`config.mk`:
```
export PLATFORM = sky130hd
export DESIGN_NAME = rv32im_subset_instruction_decoder
export DESIGN_NICKNAME = d
export VERILOG_FILES = /design/src/hw/rtl/rvdec_pkg.sv /design/src/hw/rtl/rvdec_core.sv /design/src/hw/rtl/rvdec_out_reg.sv /design/src/hw/rtl/rv32im_subset_instruction_decoder.sv
export VERILOG_INCLUDE_DIRS = /design/src /design/src/hw/rtl
export SDC_FILE = /design/constraint.sdc
export NUM_CORES = 1
export LEC_CHECK = 0
export BUFFER_PORTS_ARGS = -buffer_cell sky130_fd_sc_hd__buf_2
export CAP_MARGIN = 20
export CORE_ASPECT_RATIO = 0.9
export CORE_UTILIZATION = 36
export DETAILED_ROUTE_END_ITERATION = 12
export PLACE_DENSITY = 0.6
export SYNTH_ARGS = -nofsm -noshare
export SYNTH_HDL_FRONTEND = slang
export SYNTH_SLANG_ARGS = --single-unit
```
`constraint.sdc`:
```
create_clock -name clk -period 2.8 [get_ports clk]
set_input_delay 0.56 -clock clk [delete_from_list [all_inputs] [get_ports clk]]
set_output_delay 0.56 -clock clk [all_outputs]
set_load 0.02 [all_outputs]
```
`src/hw/rtl/rv32im_subset_instruction_decoder_assert.svh`:
```
// Assertion macros for the instruction decoder.
`ifndef RV32IM_SUBSET_INSTRUCTION_DECODER_ASSERT_SVH
`define RV32IM_SUBSET_INSTRUCTION_DECODER_ASSERT_SVH
`ifndef SYNTH
`define RVDEC_ASSERT(lbl, clk, rst, prop) \
  lbl: assert property (@(posedge clk) disable iff (rst) prop) \
    else $error("decoder assertion failed");
`define RVDEC_ASSERT_NORST(lbl, clk, prop) \
  lbl: assert property (@(posedge clk) prop) \
    else $error("decoder assertion failed after reset");
`else
`define RVDEC_ASSERT(lbl, clk, rst, prop)
`define RVDEC_ASSERT_NORST(lbl, clk, prop)
`endif
`endif

```
`src/hw/rtl/rvdec_pkg.sv`:
```
// Shared types and encoding constants for the instruction decoder.
package rvdec_pkg;

  localparam logic [6:0] OP_RTYPE  = 7'h33;
  localparam logic [6:0] OP_LOAD   = 7'h03;
  localparam logic [6:0] OP_ITYPE  = 7'h13;
  localparam logic [6:0] OP_SYSTEM = 7'h73;
  localparam logic [6:0] OP_STORE  = 7'h23;
  localparam logic [6:0] OP_BRANCH = 7'h63;
  localparam logic [6:0] OP_LUI    = 7'h37;
  localparam logic [6:0] OP_JAL    = 7'h6f;
  localparam logic [6:0] F7_BASE   = 7'h00;
  localparam logic [6:0] F7_ALT    = 7'h20;
  localparam logic [6:0] F7_MULDIV = 7'h01;
  localparam logic [31:0] WORD_ECALL = 32'h0000_0073;

  localparam logic [4:0] MN_ADD   = 5'd0;
  localparam logic [4:0] MN_MUL   = 5'd1;
  localparam logic [4:0] MN_SUB   = 5'd2;
  localparam logic [4:0] MN_SLL   = 5'd3;
  localparam logic [4:0] MN_MULH  = 5'd4;
  localparam logic [4:0] MN_SLT   = 5'd5;
  localparam logic [4:0] MN_XOR   = 5'd6;
  localparam logic [4:0] MN_DIV   = 5'd7;
  localparam logic [4:0] MN_SRL   = 5'd8;
  localparam logic [4:0] MN_SRA   = 5'd9;
  localparam logic [4:0] MN_OR    = 5'd10;
  localparam logic [4:0] MN_REM   = 5'd11;
  localparam logic [4:0] MN_AND   = 5'd12;
  localparam logic [4:0] MN_ADDI  = 5'd13;
  localparam logic [4:0] MN_SLLI  = 5'd14;
  localparam logic [4:0] MN_SLTI  = 5'd15;
  localparam logic [4:0] MN_XORI  = 5'd16;
  localparam logic [4:0] MN_SRLI  = 5'd17;
  localparam logic [4:0] MN_SRAI  = 5'd18;
  localparam logic [4:0] MN_ORI   = 5'd19;
  localparam logic [4:0] MN_ANDI  = 5'd20;
  localparam logic [4:0] MN_LB    = 5'd21;
  localparam logic [4:0] MN_LH    = 5'd22;
  localparam logic [4:0] MN_LW    = 5'd23;
  localparam logic [4:0] MN_SB    = 5'd24;
  localparam logic [4:0] MN_SH    = 5'd25;
  localparam logic [4:0] MN_SW    = 5'd26;
  localparam logic [4:0] MN_BEQ   = 5'd27;
  localparam logic [4:0] MN_BNE   = 5'd28;
  localparam logic [4:0] MN_LUI   = 5'd29;
  localparam logic [4:0] MN_JAL   = 5'd30;
  localparam logic [4:0] MN_ECALL = 5'd31;

  typedef struct packed {
    logic               is_valid;
    logic [4:0]         mnemonic;
    logic [4:0]         dest_reg;
    logic [4:0]         src_reg_one;
    logic [4:0]         src_reg_two;
    logic signed [20:0] immediate;
  } dec_t;

endpackage

```
`src/hw/rtl/rvdec_core.sv`:
```
// Combinational decode of one instruction word into its result fields.
module rvdec_core (
  input  logic [31:0]         word,
  output rvdec_pkg::dec_t     dec
);
  import rvdec_pkg::*;

  logic [6:0]  opcode;
  logic [2:0]  f3;
  logic [6:0]  f7;
  logic        hit;
  logic [4:0]  mn;
  logic        use_rd;
  logic        use_rs1;
  logic        use_rs2;
  logic [20:0] imm;
  logic [20:0] imm_i;
  logic [20:0] imm_sh;

  assign opcode = word[6:0];
  assign f3     = word[14:12];
  assign f7     = word[31:25];
  assign imm_i  = {{9{word[31]}}, word[31:20]};
  assign imm_sh = {16'd0, word[24:20]};

  always_comb begin
    hit     = 1'b0;
    mn      = MN_ADD;
    use_rd  = 1'b0;
    use_rs1 = 1'b0;
    use_rs2 = 1'b0;
    imm     = '0;
    unique case (opcode)
      OP_RTYPE: begin
        use_rd  = 1'b1;
        use_rs1 = 1'b1;
        use_rs2 = 1'b1;
        hit     = 1'b1;
        priority if (f7 == F7_BASE) begin
          unique case (f3)
            3'd0: mn = MN_ADD;
            3'd1: mn = MN_SLL;
            3'd2: mn = MN_SLT;
            3'd4: mn = MN_XOR;
            3'd5: mn = MN_SRL;
            3'd6: mn = MN_OR;
            3'd7: mn = MN_AND;
            default: hit = 1'b0;
          endcase
        end else if (f7 == F7_MULDIV) begin
          unique case (f3)
            3'd0: mn = MN_MUL;
            3'd1: mn = MN_MULH;
            3'd4: mn = MN_DIV;
            3'd6: mn = MN_REM;
            default: hit = 1'b0;
          endcase
        end else if (f7 == F7_ALT) begin
          unique case (f3)
            3'd0: mn = MN_SUB;
            3'd5: mn = MN_SRA;
            default: hit = 1'b0;
          endcase
        end else begin
          hit = 1'b0;
        end
      end
      OP_ITYPE: begin
        use_rd  = 1'b1;
        use_rs1 = 1'b1;
        imm     = imm_i;
        hit     = 1'b1;
        unique case (f3)
          3'd0: mn = MN_ADDI;
          3'd1: begin
            mn  = MN_SLLI;
            imm = imm_sh;
            hit = (f7 == F7_BASE);
          end
          3'd2: mn = MN_SLTI;
          3'd4: mn = MN_XORI;
          3'd5: begin
            mn  = (f7 == F7_ALT) ? MN_SRAI : MN_SRLI;
            imm = imm_sh;
            hit = (f7 == F7_BASE) || (f7 == F7_ALT);
          end
          3'd6: mn = MN_ORI;
          3'd7: mn = MN_ANDI;
          default: hit = 1'b0;
        endcase
      end
      OP_LOAD: begin
        use_rd  = 1'b1;
        use_rs1 = 1'b1;
        imm     = imm_i;
        hit     = (f3 <= 3'd2);
        mn      = MN_LB + {3'd0, f3[1:0]};
      end
      OP_STORE: begin
        use_rs1 = 1'b1;
        use_rs2 = 1'b1;
        imm     = {{9{word[31]}}, word[31:25], word[11:7]};
        hit     = (f3 <= 3'd2);
        mn      = MN_SB + {3'd0, f3[1:0]};
      end
      OP_BRANCH: begin
        use_rs1 = 1'b1;
        use_rs2 = 1'b1;
        imm     = {{8{word[31]}}, word[31], word[7], word[30:25], word[11:8], 1'b0};
        hit     = (f3 <= 3'd1);
        mn      = MN_BEQ + {4'd0, f3[0]};
      end
      OP_LUI: begin
        use_rd = 1'b1;
        imm    = {1'b0, word[31:12]};
        hit    = 1'b1;
        mn     = MN_LUI;
      end
      OP_JAL: begin
        use_rd = 1'b1;
        imm    = {word[31], word[19:12], word[20], word[30:21], 1'b0};
        hit    = 1'b1;
        mn     = MN_JAL;
      end
      OP_SYSTEM: begin
        hit = (word == WORD_ECALL);
        mn  = MN_ECALL;
      end
      default: hit = 1'b0;
    endcase
  end

  // An unsupported word clears every field, not only the valid flag.
  always_comb begin
    dec = '0;
    if (hit) begin
      dec.is_valid    = 1'b1;
      dec.mnemonic    = mn;
      dec.dest_reg    = use_rd  ? word[11:7]  : 5'd0;
      dec.src_reg_one = use_rs1 ? word[19:15] : 5'd0;
      dec.src_reg_two = use_rs2 ? word[24:20] : 5'd0;
      dec.immediate   = imm;
    end
  end

endmodule

```
`src/hw/rtl/rvdec_out_reg.sv`:
```
// Result register stage with a stream handshake towards the output.
module rvdec_out_reg (
  input  logic            clk,
  input  logic            rst,
  input  logic            in_valid,
  output logic            in_ready,
  input  rvdec_pkg::dec_t in_dec,
  output logic            out_valid,
  input  logic            out_ready,
  output rvdec_pkg::dec_t out_dec
);
  import rvdec_pkg::*;

  dec_t held;
  logic full;

  assign in_ready  = !full || out_ready;
  assign out_valid = full;
  assign out_dec   = held;

  always_ff @(posedge clk) begin
    if (rst) begin
      full <= 1'b0;
    end else if (in_ready) begin
      full <= in_valid;
    end
  end

  always_ff @(posedge clk) begin
    if (in_valid && in_ready) begin
      held <= in_dec;
    end
  end

endmodule

```
`src/hw/rtl/rv32im_subset_instruction_decoder.sv`:
```
// Top level of the RV32IM subset instruction decoder.
//
//  channel  | direction | tdata fields (low bit first)
//  s_*      | in        | instruction_word[31:0]
//  m_*      | out       | is_valid, mnemonic, dest_reg, src_reg_one, src_reg_two, immediate
//
// One word is accepted every cycle while the output is not stalled; each result passes
// through the input register, the decode logic and the result register, in that order.
// A synchronous reset empties both registers.
// A stall at the output holds the result; the input register keeps taking words
// until both registers are full.
module rv32im_subset_instruction_decoder (
  input  logic        clk,
  input  logic        rst,
  input  logic        s_tvalid,
  output logic        s_tready,
  input  logic [31:0] s_tdata,   // instruction_word[31:0]
  output logic        m_tvalid,
  input  logic        m_tready,
  output logic [47:0] m_tdata    // is_valid[0], mnemonic[5:1], dest_reg[10:6],
                                 // src_reg_one[15:11], src_reg_two[20:16],
                                 // immediate[41:21], zero[47:42]
);
  import rvdec_pkg::*;

  logic [31:0] word;
  logic        word_valid;
  logic        res_ready;
  dec_t        dec;
  dec_t        res;

  assign s_tready = !word_valid || res_ready;

  always_ff @(posedge clk) begin
    if (rst) begin
      word_valid <= 1'b0;
    end else if (s_tready) begin
      word_valid <= s_tvalid;
    end
  end

  always_ff @(posedge clk) begin
    if (s_tvalid && s_tready) begin
      word <= s_tdata;
    end
  end

  rvdec_core u_core (
    .word (word),
    .dec  (dec)
  );

  rvdec_out_reg u_out (
    .clk       (clk),
    .rst       (rst),
    .in_valid  (word_valid),
    .in_ready  (res_ready),
    .in_dec    (dec),
    .out_valid (m_tvalid),
    .out_ready (m_tready),
    .out_dec   (res)
  );

  assign m_tdata = {6'd0, res.immediate, res.src_reg_two, res.src_reg_one,
                    res.dest_reg, res.mnemonic, res.is_valid};

`include "rv32im_subset_instruction_decoder_assert.svh"

  // With the result register empty the input side can never be stalled.
  `RVDEC_ASSERT(a_ready_when_empty, clk, rst, !m_tvalid |-> s_tready)
  // A rejected word leaves every result field cleared.
  `RVDEC_ASSERT(a_invalid_clear, clk, rst, (m_tvalid && !res.is_valid) |-> (res == '0))
  // The lui value is unsigned, so its top bit stays clear.
  `RVDEC_ASSERT(a_lui_unsigned, clk, rst,
    (m_tvalid && res.is_valid && res.mnemonic == MN_LUI) |-> !res.immediate[20])
  // Nothing is presented in the cycle after reset.
  `RVDEC_ASSERT_NORST(a_empty_after_reset, clk, $past(rst) |-> (!m_tvalid && !word_valid))

endmodule

```
# Word-level counts from Yosys, hierarchy flattened
# Index checks and enable logic that the tools add are counted.
# totals
out_inout_bits	50
input_bits	36
reg_bits	76
# classes
mux	26
order_cmp	2
n_addsub	3
reduce_logical	22
n_eq_ne	17
# op_table
op	n
one-hot mux 21 bit (6 select lines)	1
two-way mux 42 bit	1
one-hot mux 5 bit (8 select lines)	1
one-hot mux 5 bit (7 select lines)	1
== test 32 x 7 -> 1 bit, second input constant	1
two-way mux 5 bit	6
== test 7 x 6 -> 1 bit, second input constant	4
one-hot mux 4 bit (6 select lines)	1
== test 7 bit, second input constant	3
two-way mux 21 bit	1
one-hot mux 4 bit (4 select lines)	1
OR reduction 5 bit	3
== test 3 bit, second input constant	4
two-way mux 1 bit	9
one-hot mux 4 bit (2 select lines)	1
OR reduction 2 bit	4
== test 7 x 1 -> 1 bit, second input constant	1
== test 7 x 2 -> 1 bit, second input constant	1
== test 7 x 5 -> 1 bit, second input constant	1
logical NOT 7 bit	1
OR reduction 7 bit	1
one-hot mux 1 bit (6 select lines)	1
AND reduction 2 bit	3
adder 4 x 2 -> 5 bit, first input constant	1
other kinds (14)	18

# Longest topological paths before layout
# depth
depth_word	8
mapped_depth	9
mapped_depth_nobuf	7

# Cells and area by module
# Synthesis repeated with hierarchy kept, for this count alone.
# unflattened
hier_cells	329
hier_area_um2	3901.2
# by_module_without_submodules
mod	cells_per_inst	area_each_um2	seq_area_each_um2	instances
rvdec_core	238	1520.2	0.0	1
rvdec_out_reg	47	1316.3	1281.2	1
rv32im_subset_instruction_decoder	44	1064.8	980.9	1

# Least setup slack after synthesis
# OpenSTA, ideal clock, no wires.
# synth_path
path_kind	input -> register
from	input port m_tready
to	register u_out.held (netlist bit u_out.out_dec[0]), enable pin
setup_ps	447
stages	2
required_ps	2353
t_arrival_ps	2518
path_slack_ps	-165
path_cell_list	nor2b_1 > nor2b_1
# synth_between
elab_chain_cells	2
# synth_rtl
item	line_no	source
from (decl)	rv32im_subset_instruction_decoder.sv:19	input logic m_tready,
logical OR 1 bit	rvdec_out_reg.sv:17	assign in_ready = !full || out_ready;
logical AND 1 bit	rvdec_out_reg.sv:30	if (in_valid && in_ready) begin
to (signal assigned)	rvdec_out_reg.sv:31	held <= in_dec;
to (decl)	rvdec_out_reg.sv:14	dec_t held;
# Every way passes these cells.
# A chain may end at the register's enable or synchronous reset.

# Worst setup path in the final report
# layout_path
from	register word[12]
to	register u_out.held (netlist bit u_out.out_dec[4]) (data pin)
# layout_between
elab_chain_cells	7
elab_cells_between_ends	22
classes_between	2 x order compare; 7 x eq/ne; 8 x mux; 5 x reduce/logical
# layout_rtl
item	line_no	source
from (decl)	rv32im_subset_instruction_decoder.sv:26	logic [31:0] word;
from (signal assigned)	rv32im_subset_instruction_decoder.sv:44	word <= s_tdata;
== test 3 bit or logical NOT 3 bit (tied branches)	--	
OR reduction 2 bit (no line)	--	
two-way mux 1 bit	rvdec_core.sv:59	unique case (f3)
two-way mux 1 bit	rvdec_core.sv:58	end else if (f7 == F7_ALT) begin
two-way mux 1 bit	rvdec_core.sv:50	end else if (f7 == F7_MULDIV) begin
two-way mux 1 bit	rvdec_core.sv:39	priority if (f7 == F7_BASE) begin
one-hot mux 1 bit (6 select lines) (*)	rvdec_core.sv:33	unique case (opcode)
# Mark *: on every way between the ends. The rest lies on a longest branch, timed or not.

==> flow_summary.yaml <==
sta:
  fmaxAchievable_mhz: 403.8
  finClkSkew_ns: 0.002417
  worstMarginPinSlew_ns: 0.6853
  finalHoldViolCount: 0
  slew_viol_final: 0
  rsz0062_at_grt: "false"
  setup_viol: 0
  period_share_pct: 88.45
  min_period_ns: 2.477
  slew_headroom_pct: 54.32
  setup_tns_ns: 0
global_route:
  grt_pass1_wl_um: 14880
  track_usage_pct: 18.66
  overflow: 0
  first_global_vias: 2698
  antenna_found_initial: 0
  grt_max_degree: 43
floorplanning:
  start_util_pct: 37.02
  core_mm2: 0.01020
  row_count: 35
  ioPinCount: 86
  fp.dieW_um: 110.0
  die-area_mm2: 0.01091
  die_y_um: 99.18
logic_synthesis:
  synth_top_family_by_area: "simple AND/OR/NAND/NOR gates"
  synth.distinct_cells: 65
  synthAdderAreaFrac_pct: 1.325
  avgSynthCellArea_um2: 11.48
  synthSimpleGateAreaFrac_pct: 16.69
  synth-edff-count: 74
  yosysWarnings: 0
  synth_flop_cell: "edfxtp_1"
  synth_seq_area_share_pct: 59.89
  syn_area_mm2: 0.003777
  synth_xor_area_share_pct: 0.2319
  synth-seq-cells: 76
  synthMuxAreaShare_pct: 0.8281
  synth_cells: 329
  synthArstFlopShare_pct: 0
  synth-compound-area-share_pct: 15.53
route:
  routed_wl_um: 9536
  viasPerCell: 5.531
  ant_nets: 0
  drtPass1Iterations: 8
  wire_per_inst_um: 17.34
  vias: 3042
  drc_errors: 0
  drtIter0Drc: 360
finish:
  nets: 456
  fill_cells: 953
  area_growth_pct: 23.29
  drive_gt1_share_pct: 29.69
  diodes: 0
placed_design:
  place_hpwl_um: 6973
  gp_congestion: 0.8708
  io_buffer_count: 79
cts:
  cts.clk_slew.worst_paths_ns: 0.06
  holdBufCountCts: 0
  cts-resized-gates: 0
  cts_buffer_depth: 2
  clk_root_buffer_cell: "clkbuf_16"
  cts_inserted_buffers: 9
  cts_tree: "yes"
  clock_latency_ns: 0.34
  cts_setup_buffers: 0
  clock-sinks: 76
  cts_max_level: 3
job:
  maxCapViolations: 0
power:
  leakagePower_nw: 1.640
  p_total_w: 0.002841
  p_per_area_mw_per_mm2: 610.0
  ir_drop_mv: 0.3234
setup_path:
  worst_setup_path_end_kind: "flip-flop"
  reg2reg_from: "word[12]$_DFFE_PP_"
  startpoint_type: "flip-flop"
  crit_fanout: 14
  reg2regPathDepth: 8
  crit_arrival_ns: 2.56
  startpoint: "word[12]$_DFFE_PP_"
  r2r_setup_slack_ns: 0.32
  cp.required_ns: 2.88
  criticalPathCategory: "reg -> reg"
  crit_path_end: "u_out.out_dec[4]$_SDFFCE_PN0P_"
  r2r_end: "u_out.out_dec[4]$_SDFFCE_PN0P_"
status:
  status: "completed"
min_path:
  hold_class: "in -> reg"
-- per-stage QoR --
| step | util [%] | setup WS (ns) | hold WS (ns) | cell area, µm² | cells |
|---|---|---|---|---|---|
| finish | 45.64 | 0.3233 | 0.3916 | 4657 | 550 |
| global placement | 42.56 | 0.3793 | 0.5072 | 4343 | 534 |
| floorplan | - | 0.4164 | 0.4773 | 3799 | 334 |
| CTS | 45.64 | 0.3259 | 0.3803 | 4657 | 550 |
| global route | 45.64 | 0.05180 | 0.3778 | 4657 | 550 |
| detailed placement | 42.56 | 0.3318 | 0.5131 | 4343 | 534 |
-- cells by family (layout without fill, tap and decap cells) --
kind of cell | Yosys count | in the layout
adder cells (fa/ha/maj) | 4 | 4
AO/OA/AOI/OAI | 86 | 86
other | 1 | 6
flip-flops | 76 | 76
buffers and inverters | 35 | 122
AND/OR/NAND/NOR | 123 | 123
XOR/XNOR | 1 | 1
multiplexers | 3 | 3
-- registers in the layout (all words and copies together), names as in the netlist --
signal / count
u_out.out_dec: 42
u_out.out_valid: 1
word: 32
word_valid: 1
-- worst min-delay path by stage --
stage | slack (ns) | cells past startpoint | start | endpoint
after floorplan | 0.48 | 2 | word_valid$_SDFFE_PP0N_ | u_out.out_valid$_SDFFE_PP0P_
after global placement | 0.51 | 2 | word_valid$_SDFFE_PP0N_ | u_out.out_valid$_SDFFE_PP0P_
after detailed placement | 0.51 | 2 | word_valid$_SDFFE_PP0N_ | u_out.out_valid$_SDFFE_PP0P_
after CTS | 0.38 | 2 | rst | u_out.out_valid$_SDFFE_PP0P_
after global routing | 0.38 | 2 | rst | word_valid$_SDFFE_PP0N_
final | 0.39 | 2 | rst | u_out.out_valid$_SDFFE_PP0P_
-- synth_stat cells (2+ instances only) --
cell type | n | area [µm²]
edfxtp_1 | 74 | 2222
nor2_1 | 39 | 146.4
nand2_1 | 27 | 101.4
a21oi_1 | 23 | 115.1
a22oi_1 | 13 | 97.59
nand3_1 | 13 | 65.06
a31oi_1 | 9 | 56.30
o21ai_0 | 9 | 45.04
clkbuf_1 | 8 | 30.03
inv_1 | 8 | 30.03
nor3_1 | 7 | 35.03
and3_1 | 6 | 37.54
buf_4 | 6 | 45.04
buf_6 | 6 | 67.56
nor4_1 | 5 | 31.28
a211oi_1 | 4 | 30.03
a222oi_1 | 4 | 40.04
buf_2 | 4 | 20.02
ha_1 | 4 | 50.05
nand2b_1 | 3 | 18.77
nor2_2 | 3 | 18.77
a211o_1 | 2 | 17.52
and3b_1 | 2 | 17.52
buf_1 | 2 | 7.510
dfxtp_1 | 2 | 40.04
mux2i_1 | 2 | 20.02
nand4b_1 | 2 | 17.52
nor2b_1 | 2 | 12.51
nor3b_1 | 2 | 15.01
o21bai_1 | 2 | 15.01
o31ai_1 | 2 | 15.01
-- layout by cell type, fill, tap and decap left out, types with 13 or more instances in the layout --
| cell | instances |
|---|---|
| buf_2 | 79 |
| edfxtp_1 | 74 |
| nor2_1 | 39 |
| nand2_1 | 27 |
| a21oi_1 | 23 |
| buf_4 | 17 |
| nand3_1 | 13 |
| a22oi_1 | 13 |
-- per-layer routing --
metal | GRT usage [%] | share of wire [%] | up-vias
met5 | 0 | 0 | -
met4 | 7.487 | 2.1 | 0
met3 | 4.784 | 9.8 | 22
met2 | 25.43 | 42 | 180
met1 | 27.96 | 46 | 1414
li1 | - | - | 1426
-- critical path, cell delays in order (launching register included) --
cell and delay [ns]:
edfxtp_1 0.48, inv_1 0.14, ha_1 0.29, inv_1 0.13, a211oi_1 0.08, a221o_1 0.40
nor4_4 0.36, buf_4 0.27, nor2_1 0.07
-- power by group --
part | switching, W | leakage, nW | internal (W) | total (W)
Sequential | 0.0000556 | 0.697 | 0.00131 | 0.00137
Clock | 0.000441 | 0.151 | 0.000775 | 0.00122
Combinational | 0.000163 | 0.792 | 0.0000938 | 0.000257
Total | 0.000660 | 1.64 | 0.00218 | 0.00284
-- area by class of cell --
class,count,area [µm²],area share [%]
multi-input cells,223,1343,28.83
flip-flops and latches,76,2262,48.58
clock inverters,7,88.84,1.908
inverters,9,33.78,0.7254
repair buffers,97,543.0,11.66
well taps,129,161.4,3.466
clock buffers,9,225.2,4.836
Note: power is estimated with default switching activity, not from simulation.
